<file path="config.mk">
export PLATFORM = sky130hd
export DESIGN_NAME = integrator_button_debouncer
export DESIGN_NICKNAME = d
export VERILOG_FILES = /design/src/sv/ibd_pkg.sv /design/src/sv/integrator_button_debouncer.sv /design/src/sv/ibd_cfg.sv /design/src/sv/ibd_core.sv
export SDC_FILE = /design/constraint.sdc
export NUM_CORES = 1
export LEC_CHECK = 0
export BUFFER_PORTS_ARGS = -buffer_cell sky130_fd_sc_hd__buf_2
export CORE_MARGIN = 4
export CORE_UTILIZATION = 37
export DETAILED_ROUTE_END_ITERATION = 6
export PLACE_DENSITY = 0.53
export SLEW_MARGIN = 10
export SYNTH_ARGS = -nofsm -noshare
export SYNTH_HDL_FRONTEND = slang
export SYNTH_SLANG_ARGS = --single-unit
</file>
<file path="constraint.sdc">
create_clock -name clk -period 11.01 [get_ports clk]
set_input_delay 3.303 -clock clk [delete_from_list [all_inputs] [get_ports clk]]
set_output_delay 3.303 -clock clk [all_outputs]
set_load 0.01 [all_outputs]
</file>
<file path="src/sv/ibd_pkg.sv">
// ibd_pkg: shared types, codes and reset values for the integrator button debouncer
// used by ibd_cfg, ibd_core and integrator_button_debouncer; no dependencies
`timescale 1ns / 1ps

package ibd_pkg;

  localparam int THR_W  = 8;
  localparam int ID_W   = 16;
  localparam int CODE_W = 32;
  localparam int CFG_W  = 32;
  localparam int IDX_W  = 3;

  // operation codes
  localparam logic [1:0] OP_TICK   = 2'd0;
  localparam logic [1:0] OP_INIT   = 2'd1;
  localparam logic [1:0] OP_CHANGE = 2'd2;

  // edge modes
  localparam logic [1:0] MODE_FALLING = 2'd0;
  localparam logic [1:0] MODE_RISING  = 2'd1;
  localparam logic [1:0] MODE_BOTH    = 2'd2;

  // register indexes
  localparam logic [IDX_W-1:0] REG_THRESHOLD  = 3'd0;
  localparam logic [IDX_W-1:0] REG_ACTIVE_LOW = 3'd1;
  localparam logic [IDX_W-1:0] REG_EDGE_MODE  = 3'd2;
  localparam logic [IDX_W-1:0] REG_EVENT_ID   = 3'd3;
  localparam logic [IDX_W-1:0] REG_EVENT_CODE = 3'd4;

  // register reset values
  localparam logic [THR_W-1:0]  RST_THRESHOLD  = 8'h06;
  localparam logic              RST_ACTIVE_LOW = 1'b1;
  localparam logic [1:0]        RST_EDGE_MODE  = MODE_FALLING;
  localparam logic [ID_W-1:0]   RST_EVENT_ID   = 16'h0100;
  localparam logic [CODE_W-1:0] RST_EVENT_CODE = 32'h0000_0001;

  typedef struct packed {
    logic [THR_W-1:0]  threshold;
    logic              active_low;
    logic [1:0]        edge_mode;
    logic [ID_W-1:0]   event_id;
    logic [CODE_W-1:0] event_code;
  } cfg_t;

  typedef struct packed {
    logic [THR_W-1:0] count;
    logic             stable_pressed;
    logic             sampling;
    logic             initialized;
  } state_t;

  typedef struct packed {
    logic              event_valid;
    logic              event_pressed;
    logic [ID_W-1:0]   event_type;
    logic [CODE_W-1:0] event_payload_code;
    logic              debounced_pressed;
    logic              sampling_active;
  } result_t;

endpackage

</file>
<file path="src/sv/integrator_button_debouncer.sv">
// integrator_button_debouncer: top level, input register, debouncer state, result register
// depends on ibd_pkg, ibd_cfg, ibd_core
// an accepted input transaction passes the input register and then the result register before it shows on m_tvalid
// throughput: one item per cycle while m_tready holds; the state update in ibd_core is combinational
// the input register can take a new item while a finished result in the result register waits on m_tready
// reset (rst, synchronous): integrator, flags and valids cleared, registers to defaults
`timescale 1ns / 1ps

module integrator_button_debouncer (
  input  logic                      clk,
  input  logic                      rst,
  input  logic                      cfg_we,
  input  logic [ibd_pkg::IDX_W-1:0] cfg_index,
  input  logic [ibd_pkg::CFG_W-1:0] cfg_data,
  input  logic                      s_tvalid,
  output logic                      s_tready,
  input  logic [7:0]                s_tdata,  // [0] pin_high, [7:1] zero
  input  logic [1:0]                s_tuser,  // [1:0] operation
  output logic                      m_tvalid,
  input  logic                      m_tready,
  // [0] event_valid, [1] event_pressed, [17:2] event_type,
  // [49:18] event_payload_code, [50] debounced_pressed, [51] sampling_active, [55:52] zero
  output logic [55:0]               m_tdata
);

  ibd_pkg::cfg_t    cfg;
  ibd_pkg::state_t  state;
  ibd_pkg::state_t  state_next;
  ibd_pkg::result_t res_next;
  ibd_pkg::result_t res;

  logic       in_valid;
  logic [1:0] in_op;
  logic       in_pin;
  logic       load;

  ibd_cfg u_cfg (
    .clk   (clk),
    .rst   (rst),
    .we    (cfg_we),
    .index (cfg_index),
    .data  (cfg_data),
    .cfg   (cfg)
  );

  ibd_core u_core (
    .cfg        (cfg),
    .state      (state),
    .op         (in_op),
    .pin_high   (in_pin),
    .state_next (state_next),
    .result     (res_next)
  );

  // item in the input register moves on when the result slot is free or draining
  assign load     = in_valid && (!m_tvalid || m_tready);
  assign s_tready = !in_valid || load;

  always_ff @(posedge clk) begin
    if (rst) begin
      in_valid <= 1'b0;
    end else if (s_tready) begin
      in_valid <= s_tvalid;
    end
  end

  always_ff @(posedge clk) begin
    if (s_tvalid && s_tready) begin
      in_op  <= s_tuser;
      in_pin <= s_tdata[0];
    end
  end

  always_ff @(posedge clk) begin
    if (rst) begin
      state    <= '0;
      m_tvalid <= 1'b0;
    end else begin
      if (load) state <= state_next;
      if (load) begin
        m_tvalid <= 1'b1;
      end else if (m_tready) begin
        m_tvalid <= 1'b0;
      end
    end
  end

  always_ff @(posedge clk) begin
    if (load) res <= res_next;
  end

  assign m_tdata = {4'b0000, res.sampling_active, res.debounced_pressed,
                    res.event_payload_code, res.event_type,
                    res.event_pressed, res.event_valid};

`ifndef SYNTHESIS
  // a tick before initialization leaves the debounced state alone
  a_tick_uninit: assert property (@(posedge clk) disable iff (rst)
    load && in_op == ibd_pkg::OP_TICK && !state.initialized
      |=> $stable(state.stable_pressed) && $stable(state.count))
    else $error("tick before initialization changed the debouncer state");

  // a pin change notice always leaves the sampling flag raised
  a_change_sets: assert property (@(posedge clk) disable iff (rst)
    load && in_op == ibd_pkg::OP_CHANGE |=> state.sampling && res.sampling_active)
    else $error("pin change did not raise the sampling flag");

  // an event always goes with a switch of the debounced state
  a_event_switch: assert property (@(posedge clk) disable iff (rst)
    load && res_next.event_valid
      |=> state.stable_pressed != $past(state.stable_pressed)
          && res.event_pressed == state.stable_pressed)
    else $error("event emitted without a debounced state switch");

  // the integrator never counts past the threshold from at or below it
  a_count_sat: assert property (@(posedge clk) disable iff (rst)
    load && state.count <= cfg.threshold |=> state.count <= $past(cfg.threshold))
    else $error("integrator passed the threshold");
`endif

endmodule

</file>
<file path="src/sv/ibd_cfg.sv">
// ibd_cfg: configuration register file of the debouncer, write only
// depends on ibd_pkg
`timescale 1ns / 1ps

module ibd_cfg (
  input  logic                      clk,
  input  logic                      rst,
  input  logic                      we,
  input  logic [ibd_pkg::IDX_W-1:0] index,
  input  logic [ibd_pkg::CFG_W-1:0] data,
  output ibd_pkg::cfg_t             cfg
);

  always_ff @(posedge clk) begin
    if (rst) begin
      cfg.threshold  <= ibd_pkg::RST_THRESHOLD;
      cfg.active_low <= ibd_pkg::RST_ACTIVE_LOW;
      cfg.edge_mode  <= ibd_pkg::RST_EDGE_MODE;
      cfg.event_id   <= ibd_pkg::RST_EVENT_ID;
      cfg.event_code <= ibd_pkg::RST_EVENT_CODE;
    end else if (we) begin
      unique case (index)
        ibd_pkg::REG_THRESHOLD:  cfg.threshold  <= data[ibd_pkg::THR_W-1:0];
        ibd_pkg::REG_ACTIVE_LOW: cfg.active_low <= data[0];
        ibd_pkg::REG_EDGE_MODE:  cfg.edge_mode  <= data[1:0];
        ibd_pkg::REG_EVENT_ID:   cfg.event_id   <= data[ibd_pkg::ID_W-1:0];
        ibd_pkg::REG_EVENT_CODE: cfg.event_code <= data[ibd_pkg::CODE_W-1:0];
        default: ; // unknown index, write dropped
      endcase
    end
  end

endmodule

</file>
<file path="src/sv/ibd_core.sv">
// ibd_core: integrator update, debounced state switch and event qualification
// combinational; depends on ibd_pkg
`timescale 1ns / 1ps

module ibd_core (
  input  ibd_pkg::cfg_t    cfg,
  input  ibd_pkg::state_t  state,
  input  logic [1:0]       op,
  input  logic             pin_high,
  output ibd_pkg::state_t  state_next,
  output ibd_pkg::result_t result
);

  logic                      level;
  logic                      press_ok;
  logic                      release_ok;
  logic [ibd_pkg::THR_W-1:0] count_step;
  logic                      emit;
  logic                      emit_pressed;

  assign level = cfg.active_low ? ~pin_high : pin_high;

  assign press_ok = (cfg.edge_mode == ibd_pkg::MODE_BOTH)
                 || (cfg.active_low && cfg.edge_mode == ibd_pkg::MODE_FALLING)
                 || (!cfg.active_low && cfg.edge_mode == ibd_pkg::MODE_RISING);
  assign release_ok = (cfg.edge_mode == ibd_pkg::MODE_BOTH)
                   || (cfg.active_low && cfg.edge_mode == ibd_pkg::MODE_RISING)
                   || (!cfg.active_low && cfg.edge_mode == ibd_pkg::MODE_FALLING);

  // saturating integrator
  always_comb begin
    count_step = state.count;
    if (level) begin
      if (state.count < cfg.threshold) count_step = state.count + 1'b1;
    end else begin
      if (state.count != '0) count_step = state.count - 1'b1;
    end
  end

  always_comb begin
    state_next   = state;
    emit         = 1'b0;
    emit_pressed = 1'b0;
    priority if (op == ibd_pkg::OP_INIT) begin
      state_next.stable_pressed = level;
      state_next.count          = level ? cfg.threshold : '0;
      state_next.sampling       = 1'b0;
      state_next.initialized    = 1'b1;
    end else if (op == ibd_pkg::OP_CHANGE) begin
      state_next.sampling = 1'b1;
    end else if (op == ibd_pkg::OP_TICK && state.initialized) begin
      state_next.count = count_step;
      if (count_step >= cfg.threshold) begin
        if (!state.stable_pressed) begin
          state_next.stable_pressed = 1'b1;
          emit         = press_ok;
          emit_pressed = press_ok;
        end
        if (level) state_next.sampling = 1'b0;
      end else if (count_step == '0) begin
        if (state.stable_pressed) begin
          state_next.stable_pressed = 1'b0;
          emit = release_ok;
        end
        if (!level) state_next.sampling = 1'b0;
      end
    end
  end

  always_comb begin
    result.event_valid        = emit;
    result.event_pressed      = emit_pressed;
    result.event_type         = emit ? cfg.event_id : '0;
    result.event_payload_code = emit ? cfg.event_code : '0;
    result.debounced_pressed  = state_next.stable_pressed;
    result.sampling_active    = state_next.sampling;
  end

endmodule
</file>
==> qor.json, run 1 <==
{
  "sta": {
    "rsz_0062_raised_after_global_routing": "false",
    "final_skew_ps": 7.484,
    "setup-violations-final": 0,
    "timing_max_transition_violations_final": 0,
    "fin_setup_tns_ps": 0,
    "timing.final.crit_share_pct": 65.10,
    "relSlewSlack_pct": 24.15,
    "timing_worst_slew_pin_value_ps": 1138,
    "fmaxAchievable_mhz": 139.5,
    "post-route-min-period_ps": 7167,
    "final.hold.worst_slack_ps": 451.6,
    "timing.final.hold_violations": 0
  },
  "clock_tree": {
    "tritoncts.num_buffers": 17,
    "clock_insertion_delay_worst_skew_ps": 410,
    "clock_tree.root_cell": "sky130_fd_sc_hd__clkbuf_16",
    "clk_pin_slew_worst_paths_ps": 50,
    "cts_tree": "yes",
    "ctsHoldBuffers": 0,
    "post_cts.repair.setup_buffers": 0,
    "post_cts.resized_instances": 0,
    "cts_sinks": 127,
    "htreeDepth": 4,
    "max-clock-path-buffers": 2
  },
  "finish": {
    "fraction_of_final_layout_cells_sized_beyond_drive_strength_1_pct": 21.29,
    "fillCellCount": 1544,
    "area_delta_synth_final_pct": 20.84,
    "layout_common_cells": "129 x sky130_fd_sc_hd__nand2_1, 96 x sky130_fd_sc_hd__buf_2, 72 x sky130_fd_sc_hd__dfxtp_1, 70 x sky130_fd_sc_hd__a21oi_1, 63 x sky130_fd_sc_hd__inv_1",
    "layout.cells.most_common": "sky130_fd_sc_hd__nand2_1",
    "antenna_cells": 0,
    "layout.nets": 786,
    "post_route_cell_area_um2": 7176
  },
  "drt": {
    "top_signal_layer_used": "met5",
    "firstDrtPassIters": 5,
    "drt_wl_total_mm": 14.64,
    "wire_length_the_detailed_router_placed_on_met1_mm": 6.561,
    "final_antenna_net_count": 0,
    "vias": 4707,
    "detail_route.wl_per_cell_um": 15.51,
    "met3WireLength_um": 663,
    "drtIter0Drc": 254,
    "detail_route.drc_violations": 0,
    "post_drt_via_cell_ratio": 4.986,
    "met2_wirelength_mm": 7.252
  },
  "global_route": {
    "globalRouteOverflowTotal": 0,
    "grt_use_total_pct": 16.18,
    "number_of_antenna_violations_at_the_first_check_in_global_routing": 1,
    "wire_length_of_the_first_global_routing_pass_mm": 23.16,
    "grt_start_max_net_pins": 73,
    "grt_pass1_vias": 4503
  },
  "yosys": {
    "async_flop_share_pct": 0,
    "synth_enable_flop_cells": 55,
    "netlist_instances": 639,
    "netlist_area_um2": 5938,
    "yosys_most_used_dff": "sky130_fd_sc_hd__dfxtp_1",
    "synth_top_cells_by_area": "sky130_fd_sc_hd__edfxtp_1 28%, sky130_fd_sc_hd__dfxtp_1 24%, sky130_fd_sc_hd__nand2_1 8.2%",
    "synth.largest_area_cell": "sky130_fd_sc_hd__edfxtp_1",
    "synth_top_cell_area_share_pct": 27.81,
    "synth.ff_latch_count": 127,
    "synth.distinct_cells": 52,
    "synth_seq_area_share_pct": 52.09,
    "syn-mean-instance-area_um2": 9.293,
    "yosys_warnings": 0
  },
  "die": {
    "floorplan.io_pins": 108,
    "die_height_um": 134.7,
    "floorplan.rows": 46,
    "floorplan.die.width_um": 134.7,
    "start_util_pct": 37.52,
    "floorplan.die_area_um2": 18140,
    "core_area_um2": 15830
  },
  "place": {
    "dpl-instance-area_um2": 6536,
    "finalWeightedCongestion": 0.8400,
    "detailedPlacementHpwl_mm": 9.932,
    "numPortBuffers": 96
  },
  "power_and_ir_drop": {
    "static-leakage-power_nw": 2.592,
    "vdd.ir_drop.worst_v": 0.00009127,
    "power_density_nw_per_um2": 172.1
  },
  "setup_path": {
    "critPathMaxFanout": 4,
    "critical_path.reg2reg.startpoint": "state[8]",
    "timing.critical_path.from": "m_tready",
    "critical_path.endpoint_type": "output pin",
    "reg2reg_slack_ps": 5700,
    "worst_r2r_path_depth": 15,
    "timing.setup.critical_path_class": "in2out",
    "critPathArrivalTime_ps": 3860,
    "worstSetupEndpoint": "s_tready",
    "critical_path.startpoint_type": "primary input",
    "worst_flop_to_flop_path_endpoint": "m_tdata[21]",
    "crit_required_ps": 7710
  },
  "status": {
    "status": "completed"
  },
  "hold_path": {
    "startpoint_of_the_most_critical_hold_path": "u_cfg.cfg[15]",
    "min_path_type": "reg2reg"
  },
  "flow_run": {
    "timing.max_cap.violations": 0
  }
}
how the worst min path moves through the flow:
stage / end / slack (ps) / cells past startpoint
2_1_floorplan: u_cfg.cfg[10] / 440 / 2
3_3_place_gp: u_cfg.cfg[47] / 440 / 2
3_5_place_dp: u_cfg.cfg[23] / 450 / 2
4_1_cts: u_cfg.cfg[23] / 460 / 2
5_1_grt: u_cfg.cfg[30] / 470 / 2
6_report: u_cfg.cfg[15] / 450 / 2
synthesized netlist by cell type, types with 2 or more instances:
library cell	number
sky130_fd_sc_hd__a211o_1	5
sky130_fd_sc_hd__a211oi_1	50
sky130_fd_sc_hd__a211oi_2	9
sky130_fd_sc_hd__a21oi_1	70
sky130_fd_sc_hd__a22oi_1	8
sky130_fd_sc_hd__and2_1	7
sky130_fd_sc_hd__and3_1	2
sky130_fd_sc_hd__buf_1	3
sky130_fd_sc_hd__buf_2	3
sky130_fd_sc_hd__buf_4	4
sky130_fd_sc_hd__buf_6	2
sky130_fd_sc_hd__clkbuf_1	35
sky130_fd_sc_hd__dfxtp_1	72
sky130_fd_sc_hd__edfxtp_1	55
sky130_fd_sc_hd__ha_1	21
sky130_fd_sc_hd__inv_1	64
sky130_fd_sc_hd__nand2_1	129
sky130_fd_sc_hd__nand2b_1	3
sky130_fd_sc_hd__nand3_1	6
sky130_fd_sc_hd__nand3b_1	3
sky130_fd_sc_hd__nor2_1	26
sky130_fd_sc_hd__nor2b_1	5
sky130_fd_sc_hd__nor3_1	7
sky130_fd_sc_hd__o211ai_1	5
sky130_fd_sc_hd__o21ai_0	9
sky130_fd_sc_hd__o22ai_1	2
sky130_fd_sc_hd__o41ai_1	2
sky130_fd_sc_hd__or2_2	2
sky130_fd_sc_hd__or3_1	4
sky130_fd_sc_hd__or4_1	2
sky130_fd_sc_hd__xnor2_1	3
kinds of logic (layout without fill, tap and decap cells):
logic type               after synthesis  count (layout)  share of synthesized area, %
other                                  1               4                       0.06315
adder cells (fa/ha/maj)               21              21                         4.425
XOR/XNOR                               5               5                        0.8641
flip-flops                           127             127                         52.09
multiplexers                           2               2                        0.3582
AND/OR/NAND/NOR                      200             200                         14.79
AO/OA/AOI/OAI                        172             172                         19.83
buffers and inverters                111             197                         7.585
power breakdown:
| group | internal (mW) | switching, mW |
|---|---|---|
| sequential | 0.504 | 0.00778 |
| combinational | 0.0401 | 0.0851 |
| clock | 0.391 | 0.207 |
| total | 0.935 | 0.300 |
critical path, stage by stage:
cell and delay [ps]:
sky130_fd_sc_hd__buf_2 100, sky130_fd_sc_hd__nor2b_1 220, sky130_fd_sc_hd__nand2_1 100, sky130_fd_sc_hd__buf_2 150
registers in the layout (all words and copies together) (netlist names):
name / flops
in_op: 2
in_pin: 1
in_valid: 1
m_tdata: 52
m_tvalid: 1
state: 11
u_cfg.cfg: 59
metal layers:
metal | up-vias | global-route usage (%)
met5 | - | 0
met4 | 2 | 4.864
met3 | 15 | 4.359
met2 | 88 | 27.38
met1 | 2247 | 20.28
li1 | 2355 | -
per-stage QoR:
| stage | setup WS, ps | cells | power, mW | util [%] |
|---|---|---|---|---|
| 2_1_floorplan | 4107 | 642 | 0.6057 | - |
| 3_3_place_gp | 3886 | 912 | 0.6449 | 41.30 |
| 3_5_place_dp | 3841 | 912 | 0.6469 | 41.30 |
| 4_1_cts | 3838 | 944 | 1.246 | 45.34 |
| 5_1_grt | 3738 | 944 | 1.281 | 45.34 |
| 6_report | 3843 | 944 | 1.235 | 45.34 |
area by class of cell:
cell class	count	area [um2]	share of cell area (%)
repair buffers	101	518.0	7.219
flip-flops and latches	127	3093	43.10
multi-input cells	404	2415	33.65
clock buffers	19	452.9	6.312
well taps	216	270.3	3.766
inverters	64	240.2	3.348
clock inverters	13	186.4	2.598
No activity file was read; power rests on OpenSTA's default activity.
==> run 2: changes to the inputs <==
==> constraint.sdc (replaced) <==
create_clock -name clk -period 7.3 [get_ports clk]
set_input_delay 2.19 -clock clk [delete_from_list [all_inputs] [get_ports clk]]
set_output_delay 2.19 -clock clk [all_outputs]
set_load 0.01 [all_outputs]
==> qor.json, run 2 (synthesis gave the netlist of run 1 again) <==
{
  "status": {
    "status": "completed"
  },
  "clock_tree": {
    "htreeDepth": 4,
    "tritoncts.num_buffers": 17,
    "clk_pin_slew_worst_paths_ps": 60,
    "cts_sinks": 127,
    "clock_tree.root_cell": "sky130_fd_sc_hd__clkbuf_16",
    "cts_tree": "yes",
    "ctsHoldBuffers": 0,
    "max-clock-path-buffers": 2,
    "post_cts.repair.setup_buffers": 0,
    "post_cts.resized_instances": 0,
    "clock_insertion_delay_worst_skew_ps": 410
  },
  "setup_path": {
    "timing.setup.critical_path_class": "reg2reg",
    "timing.critical_path.from": "state[5]",
    "crit_required_ps": 7500,
    "worst_r2r_path_depth": 15,
    "worstSetupEndpoint": "m_tdata[25]",
    "worst_flop_to_flop_path_endpoint": "m_tdata[25]",
    "reg2reg_slack_ps": 2130,
    "critical_path.reg2reg.startpoint": "state[5]",
    "critical_path.startpoint_type": "register",
    "critPathMaxFanout": 49,
    "critical_path.endpoint_type": "register",
    "critPathArrivalTime_ps": 5370
  },
  "power_and_ir_drop": {
    "static-leakage-power_nw": 2.539,
    "vdd.ir_drop.worst_v": 0.0001520,
    "report.power.total_mw": 1.705,
    "power_density_nw_per_um2": 241.7
  },
  "place": {
    "detailedPlacementHpwl_mm": 9.761,
    "placement.setup.worst_slack_ps": 2157,
    "finalWeightedCongestion": 0.8674,
    "place_inst": 912,
    "numPortBuffers": 96,
    "dpl-instance-area_um2": 6536
  },
  "finish": {
    "regArea_um2": 3093,
    "largest_reg_flops": 59,
    "largest_reg_by_ff_count": "u_cfg.cfg",
    "antenna_cells": 0,
    "fraction_of_final_layout_cells_sized_beyond_drive_strength_1_pct": 20.22,
    "layout.nets": 786,
    "layout.cells.most_common": "sky130_fd_sc_hd__nand2_1",
    "fillCellCount": 1550,
    "post_route_cell_area_um2": 7053,
    "layout_common_cells": "129 x sky130_fd_sc_hd__nand2_1, 96 x sky130_fd_sc_hd__buf_2, 72 x sky130_fd_sc_hd__dfxtp_1, 70 x sky130_fd_sc_hd__a21oi_1, 63 x sky130_fd_sc_hd__inv_1",
    "multiInputGateArea_um2": 2415,
    "area_delta_synth_final_pct": 18.77,
    "final-instance-count-excl-fill": 943
  },
  "global_route": {
    "number_of_antenna_violations_at_the_first_check_in_global_routing": 0,
    "grt_pass1_vias": 4502,
    "globalRouteOverflowTotal": 0,
    "grt_use_total_pct": 16.01,
    "wire_length_of_the_first_global_routing_pass_mm": 22.89,
    "grt_start_max_net_pins": 73
  },
  "die": {
    "start_util_pct": 37.52,
    "floorplan.die.width_um": 134.7,
    "die_height_um": 134.7,
    "core_area_um2": 15830,
    "floorplan.rows": 46,
    "floorplan.io_pins": 108,
    "floorplan.die_area_um2": 18140
  },
  "drt": {
    "post_drt_via_cell_ratio": 4.951,
    "met2_wirelength_mm": 7.120,
    "detail_route.wl_per_cell_um": 15.19,
    "top_signal_layer_used": "met4",
    "drt_wl_total_mm": 14.33,
    "detail_route.drc_violations": 0,
    "vias": 4669,
    "final_antenna_net_count": 0,
    "wire_length_the_detailed_router_placed_on_met1_mm": 6.406,
    "firstDrtPassIters": 5,
    "drtIter0Drc": 241,
    "met3WireLength_um": 606
  },
  "sta": {
    "timing_max_transition_violations_final": 0,
    "timing_worst_slew_pin_value_ps": 1104,
    "fin_setup_tns_ps": 0,
    "setup-violations-final": 0,
    "worst_slack_setup_final_ps": 2130,
    "rsz_0062_raised_after_global_routing": "false",
    "post-route-min-period_ps": 5170,
    "relSlewSlack_pct": 26.39,
    "fmaxAchievable_mhz": 193.4,
    "timing.final.hold_violations": 0,
    "timing.final.crit_share_pct": 70.82,
    "final_skew_ps": 8.026
  },
  "hold_path": {
    "min_path_type": "reg2reg"
  },
  "flow_run": {
    "timing.max_cap.violations": 0
  }
}
[run 2: how the worst min path moves through the flow]
stage	startpoint	endpoint	slack (ps)	cells after the start
after floorplan	u_cfg.cfg[10]	u_cfg.cfg[10]	440	2
after global placement	u_cfg.cfg[17]	u_cfg.cfg[17]	440	2
after detailed placement	u_cfg.cfg[44]	u_cfg.cfg[44]	450	2
after CTS	u_cfg.cfg[44]	u_cfg.cfg[44]	450	2
after global routing	u_cfg.cfg[25]	u_cfg.cfg[25]	470	2
final	u_cfg.cfg[44]	u_cfg.cfg[44]	450	2
[run 2: cell type report]
class	instances	share of cell area [%]
clock buffer	22	6.298
clock inverter	9	1.029
inverter	64	3.406
multi-input combinational	404	34.24
sequential	127	43.85
tap	216	3.832
timing repair buffer	101	7.344
[run 2: metrics by stage]
step                hold slack, ps  utilization [%]
CTS                          454.5            44.56
finish                       453.1            44.56
global placement             443.6            41.30
detailed placement           447.2            41.30
global route                 465.0            44.56
floorplan                    436.3                -
[run 2: power by group]
group          internal [mW]  switching, mW  total, mW  leakage [nW]
combinational         0.0605          0.128      0.189          1.15
clock                  0.460          0.283      0.744         0.249
sequential             0.761         0.0118      0.773          1.14
total                   1.28          0.423       1.70          2.54
[run 2: layer usage]
layer / track usage, % / up-vias
li1: - / 2358
met1: 20.46 / 2193
met2: 26.29 / 103
met3: 4.210 / 15
met4: 5.656 / 0
met5: 0 / -
[run 2: worst max-delay path, cell delays in order (launching register included)]
cell,delay (ps)
sky130_fd_sc_hd__dfxtp_1,540
sky130_fd_sc_hd__ha_1,320
sky130_fd_sc_hd__a211oi_1,280
sky130_fd_sc_hd__o21ai_2,190
sky130_fd_sc_hd__a21oi_1,290
sky130_fd_sc_hd__xnor2_1,100
sky130_fd_sc_hd__a21oi_1,310
sky130_fd_sc_hd__ha_1,310
sky130_fd_sc_hd__and2_1,160
sky130_fd_sc_hd__o21ai_0,130
sky130_fd_sc_hd__o21ai_0,100
sky130_fd_sc_hd__o41ai_1,370
sky130_fd_sc_hd__buf_4,230
sky130_fd_sc_hd__nand2_1,50
sky130_fd_sc_hd__or4_2,1040
sky130_fd_sc_hd__a211oi_1,470
